### src/rtl/ebpm_pkg.sv
// Shared types and constants for the EMA baseline peak meter.
// No dependencies; every other file in rtl/ refers to it by scoped names.
`default_nettype none

package ebpm_pkg;

  localparam int SAMPLE_W = 10;
  localparam int ALPHA_W  = 16;
  localparam int BLEN_W   = 8;
  localparam int FRAC_W   = 16;
  localparam int BASE_W   = SAMPLE_W + FRAC_W;   // unsigned Q10.16
  localparam int OMA_W    = ALPHA_W + 1;         // 1.0 - alpha, up to 65536
  localparam int BYTE_W   = 8;

  // configuration port
  localparam int CFG_IDX_W  = 1;
  localparam int CFG_DATA_W = 16;
  localparam logic [CFG_IDX_W-1:0] REG_ALPHA     = 1'd0;
  localparam logic [CFG_IDX_W-1:0] REG_BLOCK_LEN = 1'd1;

  localparam logic [ALPHA_W-1:0] ALPHA_RST = 16'd655;
  localparam logic [BLEN_W-1:0]  BLEN_RST  = 8'd25;
  localparam logic [OMA_W-1:0]   OMA_ONE   = 17'd65536;

  // report byte positions
  localparam int RPT_IDX_W = 3;
  localparam logic [RPT_IDX_W-1:0] RPT_FRAME0 = 3'd0;
  localparam logic [RPT_IDX_W-1:0] RPT_FRAME1 = 3'd1;
  localparam logic [RPT_IDX_W-1:0] RPT_FRAME2 = 3'd2;
  localparam logic [RPT_IDX_W-1:0] RPT_FRAME3 = 3'd3;
  localparam logic [RPT_IDX_W-1:0] RPT_PEAK_LO = 3'd4;
  localparam logic [RPT_IDX_W-1:0] RPT_PEAK_HI = 3'd5;

  localparam logic [BYTE_W-1:0] FRAME_B0 = 8'd1;
  localparam logic [BYTE_W-1:0] FRAME_B1 = 8'd2;
  localparam logic [BYTE_W-1:0] FRAME_B2 = 8'd3;
  localparam logic [BYTE_W-1:0] FRAME_B3 = 8'd4;

  // one classified sample on its way from front to back
  typedef struct packed {
    logic [BASE_W-1:0]   as_prod;   // alpha * sample, unsigned Q10.16
    logic [SAMPLE_W-1:0] sample;
    logic                blk_end;   // sample closes a block
  } q_entry_t;

endpackage

`default_nettype wire

### src/rtl/ebpm_ifs.sv
// Valid/ready channel interfaces for sample input and report byte output.
// Depends on ebpm_pkg for field widths.
`default_nettype none

interface ebpm_in_if;
  logic                           valid;
  logic                           ready;
  logic [ebpm_pkg::SAMPLE_W-1:0]  sample;

  modport source (output valid, output sample, input ready);
  modport sink   (input valid, input sample, output ready);
endinterface

interface ebpm_out_if;
  logic                          valid;
  logic                          ready;
  logic [ebpm_pkg::BYTE_W-1:0]   out_byte;
  logic                          last;

  modport source (output valid, output out_byte, output last, input ready);
  modport sink   (input valid, input out_byte, input last, output ready);
endinterface

`default_nettype wire

### src/rtl/ebpm_front.sv
// Front end: config registers, sample accept, alpha*sample product, block count.
// Depends on ebpm_pkg and ebpm_in_if.
`default_nettype none

module ebpm_front (
  input  wire logic                             clk,
  input  wire logic                             rst_n,
  ebpm_in_if.sink                               in_ch,
  input  wire logic                             cfg_we,
  input  wire logic [ebpm_pkg::CFG_IDX_W-1:0]   cfg_index,
  input  wire logic [ebpm_pkg::CFG_DATA_W-1:0]  cfg_wdata,
  input  wire logic                             q_full,
  output ebpm_pkg::q_entry_t                    q_wdata,
  output logic                                  q_push,
  output logic [ebpm_pkg::OMA_W-1:0]            oma
);

  logic [ebpm_pkg::ALPHA_W-1:0] alpha_r;
  logic [ebpm_pkg::OMA_W-1:0]   oma_r;
  logic [ebpm_pkg::BLEN_W-1:0]  blen_r;
  logic [ebpm_pkg::BLEN_W-1:0]  cnt_r;
  logic [ebpm_pkg::BLEN_W-1:0]  cnt_nxt;
  logic [ebpm_pkg::BLEN_W-1:0]  len_eff;
  logic                         blk_end;

  // config writes
  always_ff @(posedge clk) begin
    if (!rst_n) begin
      alpha_r <= ebpm_pkg::ALPHA_RST;
      oma_r   <= ebpm_pkg::OMA_ONE - ebpm_pkg::OMA_W'(ebpm_pkg::ALPHA_RST);
      blen_r  <= ebpm_pkg::BLEN_RST;
    end else if (cfg_we) begin
      unique case (cfg_index)
        ebpm_pkg::REG_ALPHA: begin
          alpha_r <= cfg_wdata[ebpm_pkg::ALPHA_W-1:0];
          oma_r   <= ebpm_pkg::OMA_ONE - ebpm_pkg::OMA_W'(cfg_wdata[ebpm_pkg::ALPHA_W-1:0]);
        end
        ebpm_pkg::REG_BLOCK_LEN: begin
          blen_r <= cfg_wdata[ebpm_pkg::BLEN_W-1:0];
        end
        default: begin
        end
      endcase
    end
  end

  assign in_ch.ready = !q_full;
  assign q_push      = in_ch.valid && !q_full;
  assign oma         = oma_r;

  // zero length behaves as one
  assign len_eff = (blen_r == '0) ? ebpm_pkg::BLEN_W'(1) : blen_r;
  assign blk_end = ({1'b0, cnt_r} + 9'd1) >= {1'b0, len_eff};
  assign cnt_nxt = blk_end ? '0 : cnt_r + ebpm_pkg::BLEN_W'(1);

  always_ff @(posedge clk) begin
    if (!rst_n) begin
      cnt_r <= '0;
    end else if (q_push) begin
      cnt_r <= cnt_nxt;
    end
  end

  always_comb begin
    q_wdata.as_prod = ebpm_pkg::BASE_W'(alpha_r) * ebpm_pkg::BASE_W'(in_ch.sample);
    q_wdata.sample  = in_ch.sample;
    q_wdata.blk_end = blk_end;
  end

  a_cnt_clears: assert property (@(posedge clk) disable iff (!rst_n)
    (q_push && blk_end) |=> (cnt_r == '0))
    else $error("block count did not clear after block end");

endmodule

`default_nettype wire

### src/rtl/ebpm_fifo.sv
// Small register FIFO decoupling the front end from the back end.
// Depends on ebpm_pkg for the entry type.
`default_nettype none

module ebpm_fifo #(
  parameter int DEPTH = 4
) (
  input  wire logic               clk,
  input  wire logic               rst_n,
  input  wire logic               push,
  input  wire ebpm_pkg::q_entry_t wdata,
  output logic                    full,
  input  wire logic               pop,
  output logic                    rvalid,
  output ebpm_pkg::q_entry_t      rdata
);

  localparam int AW = (DEPTH > 1) ? $clog2(DEPTH) : 1;
  localparam int CW = $clog2(DEPTH + 1);
  localparam logic [AW-1:0] LAST_PTR = AW'(DEPTH - 1);

  ebpm_pkg::q_entry_t mem_r [DEPTH];
  logic [AW-1:0] wr_ptr_r;
  logic [AW-1:0] rd_ptr_r;
  logic [CW-1:0] cnt_r;
  logic          do_push;
  logic          do_pop;

  assign full    = (cnt_r == CW'(DEPTH));
  assign rvalid  = (cnt_r != '0);
  assign rdata   = mem_r[rd_ptr_r];
  assign do_push = push && !full;
  assign do_pop  = pop && rvalid;

  always_ff @(posedge clk) begin
    if (do_push) begin
      mem_r[wr_ptr_r] <= wdata;
    end
  end

  always_ff @(posedge clk) begin
    if (!rst_n) begin
      wr_ptr_r <= '0;
      rd_ptr_r <= '0;
      cnt_r    <= '0;
    end else begin
      if (do_push) begin
        wr_ptr_r <= (wr_ptr_r == LAST_PTR) ? '0 : wr_ptr_r + AW'(1);
      end
      if (do_pop) begin
        rd_ptr_r <= (rd_ptr_r == LAST_PTR) ? '0 : rd_ptr_r + AW'(1);
      end
      unique case ({do_push, do_pop})
        2'b10:   cnt_r <= cnt_r + CW'(1);
        2'b01:   cnt_r <= cnt_r - CW'(1);
        default: cnt_r <= cnt_r;
      endcase
    end
  end

  a_no_overflow: assert property (@(posedge clk) disable iff (!rst_n)
    cnt_r <= CW'(DEPTH))
    else $error("queue count beyond depth");

endmodule

`default_nettype wire

### src/rtl/ebpm_back.sv
// Back end: baseline update, peak tracking and six-byte report serializer.
// Depends on ebpm_pkg and ebpm_out_if.
`default_nettype none

module ebpm_back (
  input  wire logic                        clk,
  input  wire logic                        rst_n,
  input  wire logic                        q_valid,
  input  wire ebpm_pkg::q_entry_t          q_rdata,
  output logic                             q_pop,
  input  wire logic [ebpm_pkg::OMA_W-1:0]  oma,
  ebpm_out_if.source                       out_ch
);

  localparam int PW = ebpm_pkg::OMA_W + ebpm_pkg::BASE_W;

  logic [ebpm_pkg::BASE_W-1:0]    baseline_r;
  logic [ebpm_pkg::BASE_W-1:0]    baseline_nxt;
  logic [PW-1:0]                  decay_prod;
  logic                           v1_r;
  logic [ebpm_pkg::SAMPLE_W-1:0]  s1_r;
  logic                           end1_r;
  logic                           retire1;

  logic [ebpm_pkg::SAMPLE_W-1:0]  peak_r;
  logic [ebpm_pkg::SAMPLE_W-1:0]  base_int;
  logic [ebpm_pkg::SAMPLE_W-1:0]  diff;
  logic [ebpm_pkg::SAMPLE_W-1:0]  peak_max;

  logic                            rep_busy_r;
  logic [ebpm_pkg::RPT_IDX_W-1:0]  rep_idx_r;
  logic [ebpm_pkg::SAMPLE_W-1:0]   rep_peak_r;
  logic                            out_xfer;
  logic                            rep_done;

  // baseline' = alpha*s + floor((1 - alpha) * baseline)   (all Q16)
  assign decay_prod   = PW'(oma) * PW'(baseline_r);
  assign baseline_nxt = q_rdata.as_prod
                      + decay_prod[ebpm_pkg::FRAC_W +: ebpm_pkg::BASE_W];

  assign out_xfer = out_ch.valid && out_ch.ready;
  assign rep_done = out_xfer && (rep_idx_r == ebpm_pkg::RPT_PEAK_HI);
  assign retire1  = v1_r && (!end1_r || !rep_busy_r || rep_done);
  assign q_pop    = q_valid && (!v1_r || retire1);

  // stage 1: baseline update
  always_ff @(posedge clk) begin
    if (!rst_n) begin
      v1_r       <= 1'b0;
      baseline_r <= '0;
    end else if (q_pop) begin
      v1_r       <= 1'b1;
      baseline_r <= baseline_nxt;
    end else if (retire1) begin
      v1_r <= 1'b0;
    end
  end

  always_ff @(posedge clk) begin
    if (q_pop) begin
      s1_r   <= q_rdata.sample;
      end1_r <= q_rdata.blk_end;
    end
  end

  // stage 2: peak against integer part of the new baseline
  assign base_int = baseline_r[ebpm_pkg::FRAC_W +: ebpm_pkg::SAMPLE_W];
  assign diff     = (s1_r >= base_int) ? (s1_r - base_int) : (base_int - s1_r);
  assign peak_max = (diff > peak_r) ? diff : peak_r;

  always_ff @(posedge clk) begin
    if (!rst_n) begin
      peak_r <= '0;
    end else if (retire1) begin
      peak_r <= end1_r ? '0 : peak_max;
    end
  end

  // report serializer; a new report may start on the cycle the old one ends
  always_ff @(posedge clk) begin
    if (!rst_n) begin
      rep_busy_r <= 1'b0;
      rep_idx_r  <= ebpm_pkg::RPT_FRAME0;
    end else if (retire1 && end1_r) begin
      rep_busy_r <= 1'b1;
      rep_idx_r  <= ebpm_pkg::RPT_FRAME0;
    end else if (rep_done) begin
      rep_busy_r <= 1'b0;
      rep_idx_r  <= ebpm_pkg::RPT_FRAME0;
    end else if (out_xfer) begin
      rep_idx_r <= rep_idx_r + ebpm_pkg::RPT_IDX_W'(1);
    end
  end

  always_ff @(posedge clk) begin
    if (retire1 && end1_r) begin
      rep_peak_r <= peak_max;
    end
  end

  assign out_ch.valid = rep_busy_r;
  assign out_ch.last  = (rep_idx_r == ebpm_pkg::RPT_PEAK_HI);

  always_comb begin
    unique case (rep_idx_r)
      ebpm_pkg::RPT_FRAME0:  out_ch.out_byte = ebpm_pkg::FRAME_B0;
      ebpm_pkg::RPT_FRAME1:  out_ch.out_byte = ebpm_pkg::FRAME_B1;
      ebpm_pkg::RPT_FRAME2:  out_ch.out_byte = ebpm_pkg::FRAME_B2;
      ebpm_pkg::RPT_FRAME3:  out_ch.out_byte = ebpm_pkg::FRAME_B3;
      ebpm_pkg::RPT_PEAK_LO: out_ch.out_byte = rep_peak_r[ebpm_pkg::BYTE_W-1:0];
      ebpm_pkg::RPT_PEAK_HI: out_ch.out_byte =
        ebpm_pkg::BYTE_W'(rep_peak_r[ebpm_pkg::SAMPLE_W-1:ebpm_pkg::BYTE_W]);
      default:               out_ch.out_byte = '0;
    endcase
  end

  a_report_starts: assert property (@(posedge clk) disable iff (!rst_n)
    (retire1 && end1_r) |=> (rep_busy_r && rep_idx_r == ebpm_pkg::RPT_FRAME0))
    else $error("report did not start at block end");

  a_idx_range: assert property (@(posedge clk) disable iff (!rst_n)
    rep_busy_r |-> (rep_idx_r <= ebpm_pkg::RPT_PEAK_HI))
    else $error("report index out of range");

  a_end_waits: assert property (@(posedge clk) disable iff (!rst_n)
    (v1_r && end1_r && rep_busy_r && !rep_done) |-> !retire1)
    else $error("block end retired over a live report");

endmodule

`default_nettype wire

### src/rtl/ema_baseline_peak_meter.sv
// Top level of the EMA baseline peak meter: front end, queue and back end.
// Depends on ebpm_pkg, ebpm_ifs, ebpm_front, ebpm_fifo and ebpm_back.
//
// Takes one 10-bit sample per transfer on in_ch and keeps an exponential
// moving average baseline in unsigned Q10.16, moved toward each sample by
// the Q0.16 weight alpha with truncation. The distance between the sample
// and the integer part of the updated baseline feeds a running peak. Every
// block_length samples (zero counts as one) the block sends a six-byte
// report on out_ch: 1, 2, 3, 4, peak low byte, peak high byte, with last
// on the sixth; the peak and the sample count then clear while the baseline
// carries on. Rate: one sample per clock while no report is pending; each
// report holds the output for six transfers, and a block-closing sample
// waits in stage 1 until the previous report has gone. The baseline loop
// is one (1 - alpha) * baseline multiply plus an add per cycle; alpha *
// sample is formed on accept. A queue of QUEUE_DEPTH entries lets the
// input keep flowing while a report drains. Reports start after the queue
// and stage 1. Config writes (cfg_we, cfg_index 0 = alpha, 1 =
// block_length) apply to the next sample and must come while idle.
`default_nettype none

module ema_baseline_peak_meter #(
  parameter int QUEUE_DEPTH = 4
) (
  input  wire logic                             clk,
  input  wire logic                             rst_n,
  ebpm_in_if.sink                               in_ch,
  ebpm_out_if.source                            out_ch,
  input  wire logic                             cfg_we,
  input  wire logic [ebpm_pkg::CFG_IDX_W-1:0]   cfg_index,
  input  wire logic [ebpm_pkg::CFG_DATA_W-1:0]  cfg_wdata
);

  ebpm_pkg::q_entry_t           q_wdata;
  ebpm_pkg::q_entry_t           q_rdata;
  logic                         q_push;
  logic                         q_full;
  logic                         q_pop;
  logic                         q_valid;
  logic [ebpm_pkg::OMA_W-1:0]   oma;

  // accept, product alpha * sample, block end flag
  ebpm_front u_front (
    .clk       (clk),
    .rst_n     (rst_n),
    .in_ch     (in_ch),
    .cfg_we    (cfg_we),
    .cfg_index (cfg_index),
    .cfg_wdata (cfg_wdata),
    .q_full    (q_full),
    .q_wdata   (q_wdata),
    .q_push    (q_push),
    .oma       (oma)
  );

  ebpm_fifo #(
    .DEPTH (QUEUE_DEPTH)
  ) u_fifo (
    .clk    (clk),
    .rst_n  (rst_n),
    .push   (q_push),
    .wdata  (q_wdata),
    .full   (q_full),
    .pop    (q_pop),
    .rvalid (q_valid),
    .rdata  (q_rdata)
  );

  // baseline, peak, report bytes
  ebpm_back u_back (
    .clk     (clk),
    .rst_n   (rst_n),
    .q_valid (q_valid),
    .q_rdata (q_rdata),
    .q_pop   (q_pop),
    .oma     (oma),
    .out_ch  (out_ch)
  );

endmodule

`default_nettype wire
### src/flat_wrapper.sv
// flat-port wrapper written by rule: the top's interface ports become plain ports
module ema_baseline_peak_meter_flat 
#(
  parameter int QUEUE_DEPTH = 4
)
  (clk, rst_n, cfg_we, cfg_index, cfg_wdata, in_ch_valid, in_ch_sample, in_ch_ready, out_ch_valid, out_ch_out_byte, out_ch_last, out_ch_ready);
  ebpm_in_if in_ch_i ();
  ebpm_out_if out_ch_i ();
  input  wire logic clk;
  input  wire logic rst_n;
  input  wire logic cfg_we;
  input  wire logic [ebpm_pkg::CFG_IDX_W-1:0] cfg_index;
  input  wire logic [ebpm_pkg::CFG_DATA_W-1:0] cfg_wdata;
  input wire logic [$bits(in_ch_i.valid)-1:0] in_ch_valid;
  input wire logic [$bits(in_ch_i.sample)-1:0] in_ch_sample;
  output wire logic [$bits(in_ch_i.ready)-1:0] in_ch_ready;
  output wire logic [$bits(out_ch_i.valid)-1:0] out_ch_valid;
  output wire logic [$bits(out_ch_i.out_byte)-1:0] out_ch_out_byte;
  output wire logic [$bits(out_ch_i.last)-1:0] out_ch_last;
  input wire logic [$bits(out_ch_i.ready)-1:0] out_ch_ready;
  assign in_ch_i.valid = in_ch_valid;
  assign in_ch_i.sample = in_ch_sample;
  assign in_ch_ready = in_ch_i.ready;
  assign out_ch_valid = out_ch_i.valid;
  assign out_ch_out_byte = out_ch_i.out_byte;
  assign out_ch_last = out_ch_i.last;
  assign out_ch_i.ready = out_ch_ready;
  ema_baseline_peak_meter #(.QUEUE_DEPTH(QUEUE_DEPTH)) u_core (.clk(clk), .rst_n(rst_n), .in_ch(in_ch_i), .out_ch(out_ch_i), .cfg_we(cfg_we), .cfg_index(cfg_index), .cfg_wdata(cfg_wdata));
endmodule
### config.mk
export PLATFORM = sky130hd
export DESIGN_NAME = ema_baseline_peak_meter_flat
export DESIGN_NICKNAME = d
export VERILOG_FILES = /design/src/rtl/ebpm_pkg.sv /design/src/rtl/ebpm_ifs.sv /design/src/rtl/ebpm_front.sv /design/src/rtl/ebpm_fifo.sv /design/src/rtl/ebpm_back.sv /design/src/rtl/ema_baseline_peak_meter.sv /design/src/flat_wrapper.sv
export SDC_FILE = /design/constraint.sdc
export NUM_CORES = 2
export LEC_CHECK = 0
export BUFFER_PORTS_ARGS = -buffer_cell sky130_fd_sc_hd__buf_2
export CORE_MARGIN = 2
export CORE_UTILIZATION = 39
export DETAILED_ROUTE_END_ITERATION = 7
export REMOVE_ABC_BUFFERS = 1
export SETUP_SLACK_MARGIN = 0.1
export SLEW_MARGIN = 20
export SYNTH_ARGS = -nofsm -noshare
export SYNTH_HDL_FRONTEND = slang
export SYNTH_SLANG_ARGS = --single-unit
### constraint.sdc
create_clock -name clk -period 9.6 [get_ports clk]
set_input_delay 1.92 -clock clk [delete_from_list [all_inputs] [get_ports clk]]
set_output_delay 1.92 -clock clk [all_outputs]
set_load 0.02 [all_outputs]
After elaboration in Yosys (flattened, before gate mapping):

Memories as Yosys holds them, arrays and structs flattened. A register that Yosys moved wholly into a read port is not among the register bits.
Cells that the tools add are included.

* input port bits: 32
* output and inout bits: 11
* register bits: 118
* logic and storage cells: 85
* RAM bits: 148
* memories kept: 1

Memories
* u_core.u_fifo.mem_r: words 4, bits a word 37, read ports 1, clocked after memory_dff 1, write ports 1, line ebpm_fifo.sv:22 `ebpm_pkg::q_entry_t mem_r [DEPTH];`

* $mul: 2
* equal/unequal tests: 10
* mux-type cells: 17
* bitwise operators: 2
* $add $sub $neg: 11
* $lt $le $gt $ge: 3
* reductions and logical operators: 24

Operator list (number)
* $pmux W8 S6: 1
* $mul A17 B26 Y42: 1
* $mux W10: 3
* $add A26 B26 Y26: 1
* $mul A16 B10 Y26: 1
* $sub A10 B10 Y10: 2
* $sub A17 B16 Y17 const A: 1
* $mux W8: 2
* $ge A10 B10 Y1: 1
* $gt A10 B10 Y1: 1
* $add A8 B1 Y9 const B: 1
* $eq A3 B3 Y1 const B: 3
* $ge A9 B8 Y1: 1
* $add A8 B1 Y8 const B: 1
* $logic_and A1 B1 Y1: 8
* $logic_not A8 Y1: 1
* $mux W2: 4
* $add A3 B1 Y3 const B: 2
* $eq A2 B2 Y1 const B: 3
* $eq A3 B2 Y1 const B: 2
* $mux W1: 6
* $pmux W3 S2: 1
* $reduce_bool A2 Y1: 3
* $add A2 B1 Y2 const B: 2
* other kinds (10): 17

Logic depth before layout (Yosys ltp):

* depth in word-level cells: 9
* gate-level depth with buffers: 35
* mapped depth without buffers: 34

By module:

A second synthesis with hierarchy kept.

* cell total of the unflattened synthesis: 3276
* area, all modules: 31630.3 sq um

By module, submodules not included
* ebpm_back: sequential area each 1451.4 sq um, cells an instance 2089, area an instance 18063.6 sq um, times used 1
* ebpm_front: sequential area each 960.9 sq um, cells an instance 938, area an instance 7676.1 sq um, times used 1
* ebpm_fifo: sequential area each 4624.4 sq um, cells an instance 249, area an instance 5890.6 sq um, times used 1

Worst setup path before layout:

Ideal clock, no wire load.

* path type: flip-flop to flip-flop
* from: register u_core.u_back.baseline_r[17] (netlist bit)
* to: register u_core.u_back.baseline_r[25] (netlist bit)
* library setup time: 0.070 ns
* data required time: 9.530 ns
* stages on the path, launching flop included: 35
* period minus slack after synthesis: 7.918 ns
* arrival: 7.849 ns
* slack: 1.682 ns
* buffers on the path: 2
* cells stage by stage: dfxtp_1 clkbuf_1 clkbuf_1 nand2_1 fa_1 inv_1 fa_1 inv_1 fa_1 inv_1 fa_1 fa_1 inv_1 fa_1 inv_1 ha_1 a21oi_1 o21ai_0 nor3_1 o2111ai_1 a31oi_1 o21bai_1 a21oi_1 o21ai_0 xor2_1 ha_1 nand2_1 nor3_1 nand2_1 a211oi_1 nor4_2 o31ai_1 a21oi_1 xnor3_1 a21oi_1

* longest elaborated chain between the ends: 2

RTL lines
* from (decl): line ebpm_back.sv:17 `logic [ebpm_pkg::BASE_W-1:0] baseline_r;`
* from (signal assigned): line ebpm_back.sv:53 `baseline_r <= baseline_nxt;`
* $mul A17 B26 Y42: line ebpm_back.sv:37 `assign decay_prod = PW'(oma) * PW'(baseline_r);`
* $add A26 B26 Y26: line ebpm_back.sv:39 `+ decay_prod[ebpm_pkg::FRAC_W +: ebpm_pkg::BASE_W];`

No other way between the ends.
A chain may end at the register's enable or synchronous reset.

Worst setup path in the final report:

* from: register u_core.u_back.baseline_r[9] (netlist bit)
* to: register u_core.u_back.baseline_r[25] (netlist bit)

The elaborated chain is that of the path after synthesis.

==> results_dict.tcl <==
set metrics [dict create \
    yosys-top-cells-area "fa_1, edfxtp_1, ha_1" \
    clock_latency_ns 0.60 \
    synth_cell_types 76 \
    endpoint_kind "register" \
    avgViaCountPerCell 4.95 \
    yosys.area.top_type_share 0.302 \
    finClkSkew_ns 0.0439 \
    vias 21248 \
    numPortBuffers 42 \
    initial_core_util 0.394 \
    syn_inst 3240 \
    cp-start-kind "register" \
    cts_hold_buf 0 \
    grt_pass1_wl_um 121000 \
    grt_max_degree 47 \
    die_w_um 287 \
    cts_resized 0 \
    min_from "u_core.u_front.oma[16]" \
    dp.cells 4234 \
    setup_viol 0 \
    layout_worst_path_cycle_share 0.930 \
    drtAntennaViolNets 0 \
    htreeDepth 1 \
    final_util 0.423 \
    drt-wirelength-per-cell_um 16.9 \
    crit_path_frequent_cell "fa_1" \
    grt_setup_unrepaired "false" \
    clk_pin_slew_ns 0.07 \
    core_region_area_um2 79100 \
    fin_crit_ns 8.93 \
    cap_viol_max_count 0 \
    r2r_end "u_core.u_back.baseline_r[25]" \
    synthesis.area_um2 31200 \
    layout_common_cells "inv_1, nand2_1, fa_1" \
    gr-total-overflow 0 \
    layout-drive-gt1-share 0.0713 \
    cts.path.max_buffers 3 \
    drc_errors 0 \
    synth-edff-count 169 \
    grt_usage 0.182 \
    wl_um 72400 \
    syn_to_final_growth_pct 7.25 \
    mostFrequentLayoutCell "inv_1" \
    hold_class "register to register" \
    synth_top_cell_by_area "fa_1" \
    report.final.slew_viol_count 0 \
    cts_tree "built" \
    antenna_found_initial 1 \
    die_h_um 287 \
    reg2reg_depth 31 \
    drtPass1Iterations 5 \
    grt_pass1_vias 22449 \
    cp_slowest_stage_delay_ns 0.59 \
    hold_viol_final 0 \
    dieArea_um2 82300 \
    dp_hpwl_um 57300 \
    whs_path_depth 2 \
    gp_congestion 0.839 \
    instances_no_fill 4291 \
    critPathSlowestCell "dfxtp_1" \
    crit_type "register to register" \
    cts_root_buf "clkbuf_16" \
    cts_setup_buffers 0 \
    syn_area_per_cell_um2 9.63 \
    ioPinCount 43 \
    crit_fanout 11 \
    core.rowCount 103 \
    synth_warnings 0 \
    ys_ff_latch 267 \
    async_reset_ff_frac 0 \
    drt_iter0_drc 1244 \
    ys_seq_area_frac 0.225 \
    max_slew_margin 0.325 \
    cts_buffers 30 \
    worstPathArrival_ns 9.43 \
    status "finished, final reports clean" \
    reg2reg_slack_ns 0.67 \
    fin_tns_setup_ns 0 \
    worstReg2RegStart "u_core.u_back.baseline_r[9]" \
    tightest_slew_ns 1.01 \
    ys.flop_type "edfxtp_1" \
    maxClockFrequency_mhz 112 \
    cp.required_ns 10.10 \
    clock-sinks 267 \
    hold_path_end "u_core.u_front.oma[16]" \
    layout.nets 3965 \
]
-- worst max path at each step --
stage | from | endpoint | slack, ns | depth (start not counted)
floorplan | u_core.u_front.oma[2] | u_core.u_back.baseline_r[25] | 1.75 | 30
global placement | u_core.u_front.oma[2] | u_core.u_back.baseline_r[25] | 0.41 | 32
detailed placement | u_core.u_front.oma[2] | u_core.u_back.baseline_r[25] | 0.36 | 32
CTS | u_core.u_front.oma[2] | u_core.u_back.baseline_r[25] | 0.26 | 32
global route | u_core.u_front.oma[3] | u_core.u_back.baseline_r[25] | 0.16 | 33
finish | u_core.u_back.baseline_r[9] | u_core.u_back.baseline_r[25] | 0.67 | 31
-- Yosys cell counts (4+ instances only) --
cell / instances
nor2b_1: 11
o31ai_1: 5
buf_1: 14
mux2_2: 8
nand3_1: 37
o21a_1: 13
ha_1: 247
inv_1: 637
mux2i_1: 6
and2_1: 220
and3_1: 21
clkbuf_1: 131
o21ai_0: 58
nand4_1: 7
xor2_1: 27
nand3b_1: 4
dfxtp_1: 98
fa_1: 470
mux4_2: 36
nor3_1: 21
o2111ai_1: 5
or2_2: 5
xnor2_1: 68
edfxtp_1: 169
a211o_1: 4
a22o_1: 7
a21oi_1: 113
nor4_1: 11
o21bai_1: 13
or3_1: 9
a211oi_1: 11
o22ai_1: 5
a31oi_1: 14
nor2_1: 62
nand2_1: 544
a21boi_0: 6
a21o_1: 35
o21ai_1: 5
nand2b_1: 9
o211ai_1: 20
-- registers in the layout (all words and copies together), names as in the netlist, named ones only --
name                        cells
u_core.u_front.alpha_r         16
u_core.u_back.end1_r            1
u_core.u_back.rep_idx_r         3
u_core.u_front.oma             16
u_core.u_back.v1_r              1
u_core.u_back.rep_peak_r       10
u_core.u_back.s1_r             10
u_core.u_front.blen_r           8
u_core.u_back.peak_r           10
u_core.u_front.cnt_r            8
u_core.u_back.out_ch.valid      1
u_core.u_fifo.wr_ptr_r          2
u_core.u_back.baseline_r       26
u_core.u_fifo.mem_r           148
u_core.u_fifo.cnt_r             3
u_core.u_fifo.rd_ptr_r          2
-- cells by family (layout without fill, tap and decap cells) --
| family | count (synthesis) | after routing | synth area share |
|---|---|---|---|
| buffers and inverters | 788 | 788 | 0.0969 |
| flip-flops | 267 | 267 | 0.225 |
| adder cells (fa/ha/maj) | 717 | 717 | 0.401 |
| AND/OR/NAND/NOR | 972 | 972 | 0.145 |
| AO/OA/AOI/OAI | 349 | 349 | 0.0729 |
| other | 0 | 1 | 0 |
| multiplexers | 51 | 51 | 0.0316 |
| XOR/XNOR | 96 | 96 | 0.0274 |
-- cell type report --
class	instances	area, um^2
fillers	7729	45700
multi-input cells	2185	21200
flip-flops and latches	267	7060
inverters	637	2390
well taps	1050	1310
clock buffers	40	798
repair buffers	95	608
clock inverters	16	135
diodes	1	2.50
-- through the flow --
step | setup WS [ns] | area, um^2 | hold slack, ns
global route | 0.161 | 33500 | 0.470
finish | 0.670 | 33500 | 0.451
CTS | 0.260 | 33400 | 0.452
floorplan | 1.75 | 30600 | 0.436
global placement | 0.413 | 32500 | 0.442
detailed placement | 0.361 | 32500 | 0.443
-- critical path: cells and delay by family (launching register included) --
kind | cells | cell delay (ns)
XOR/XNOR | 2 | 0.53
adder cells (fa/ha/maj) | 8 | 3.71
AO/OA/AOI/OAI | 11 | 2.62
buffers and inverters | 4 | 0.44
flip-flops | 1 | 0.59
AND/OR/NAND/NOR | 6 | 0.96
-- layer usage --
layer | vias to the layer above | routed length (um) | global-route usage
li1 | 10117 | - | -
met1 | 10658 | 34200 | 0.257
met2 | 411 | 33400 | 0.300
met3 | 62 | 3740 | 0.0275
met4 | 0 | 1080 | 0.0327
met5 | - | 0 | 0
Power is left out: the tool's default activity adds up to more than one toggle a clock period on the data nets, which glitch-free logic cannot reach.
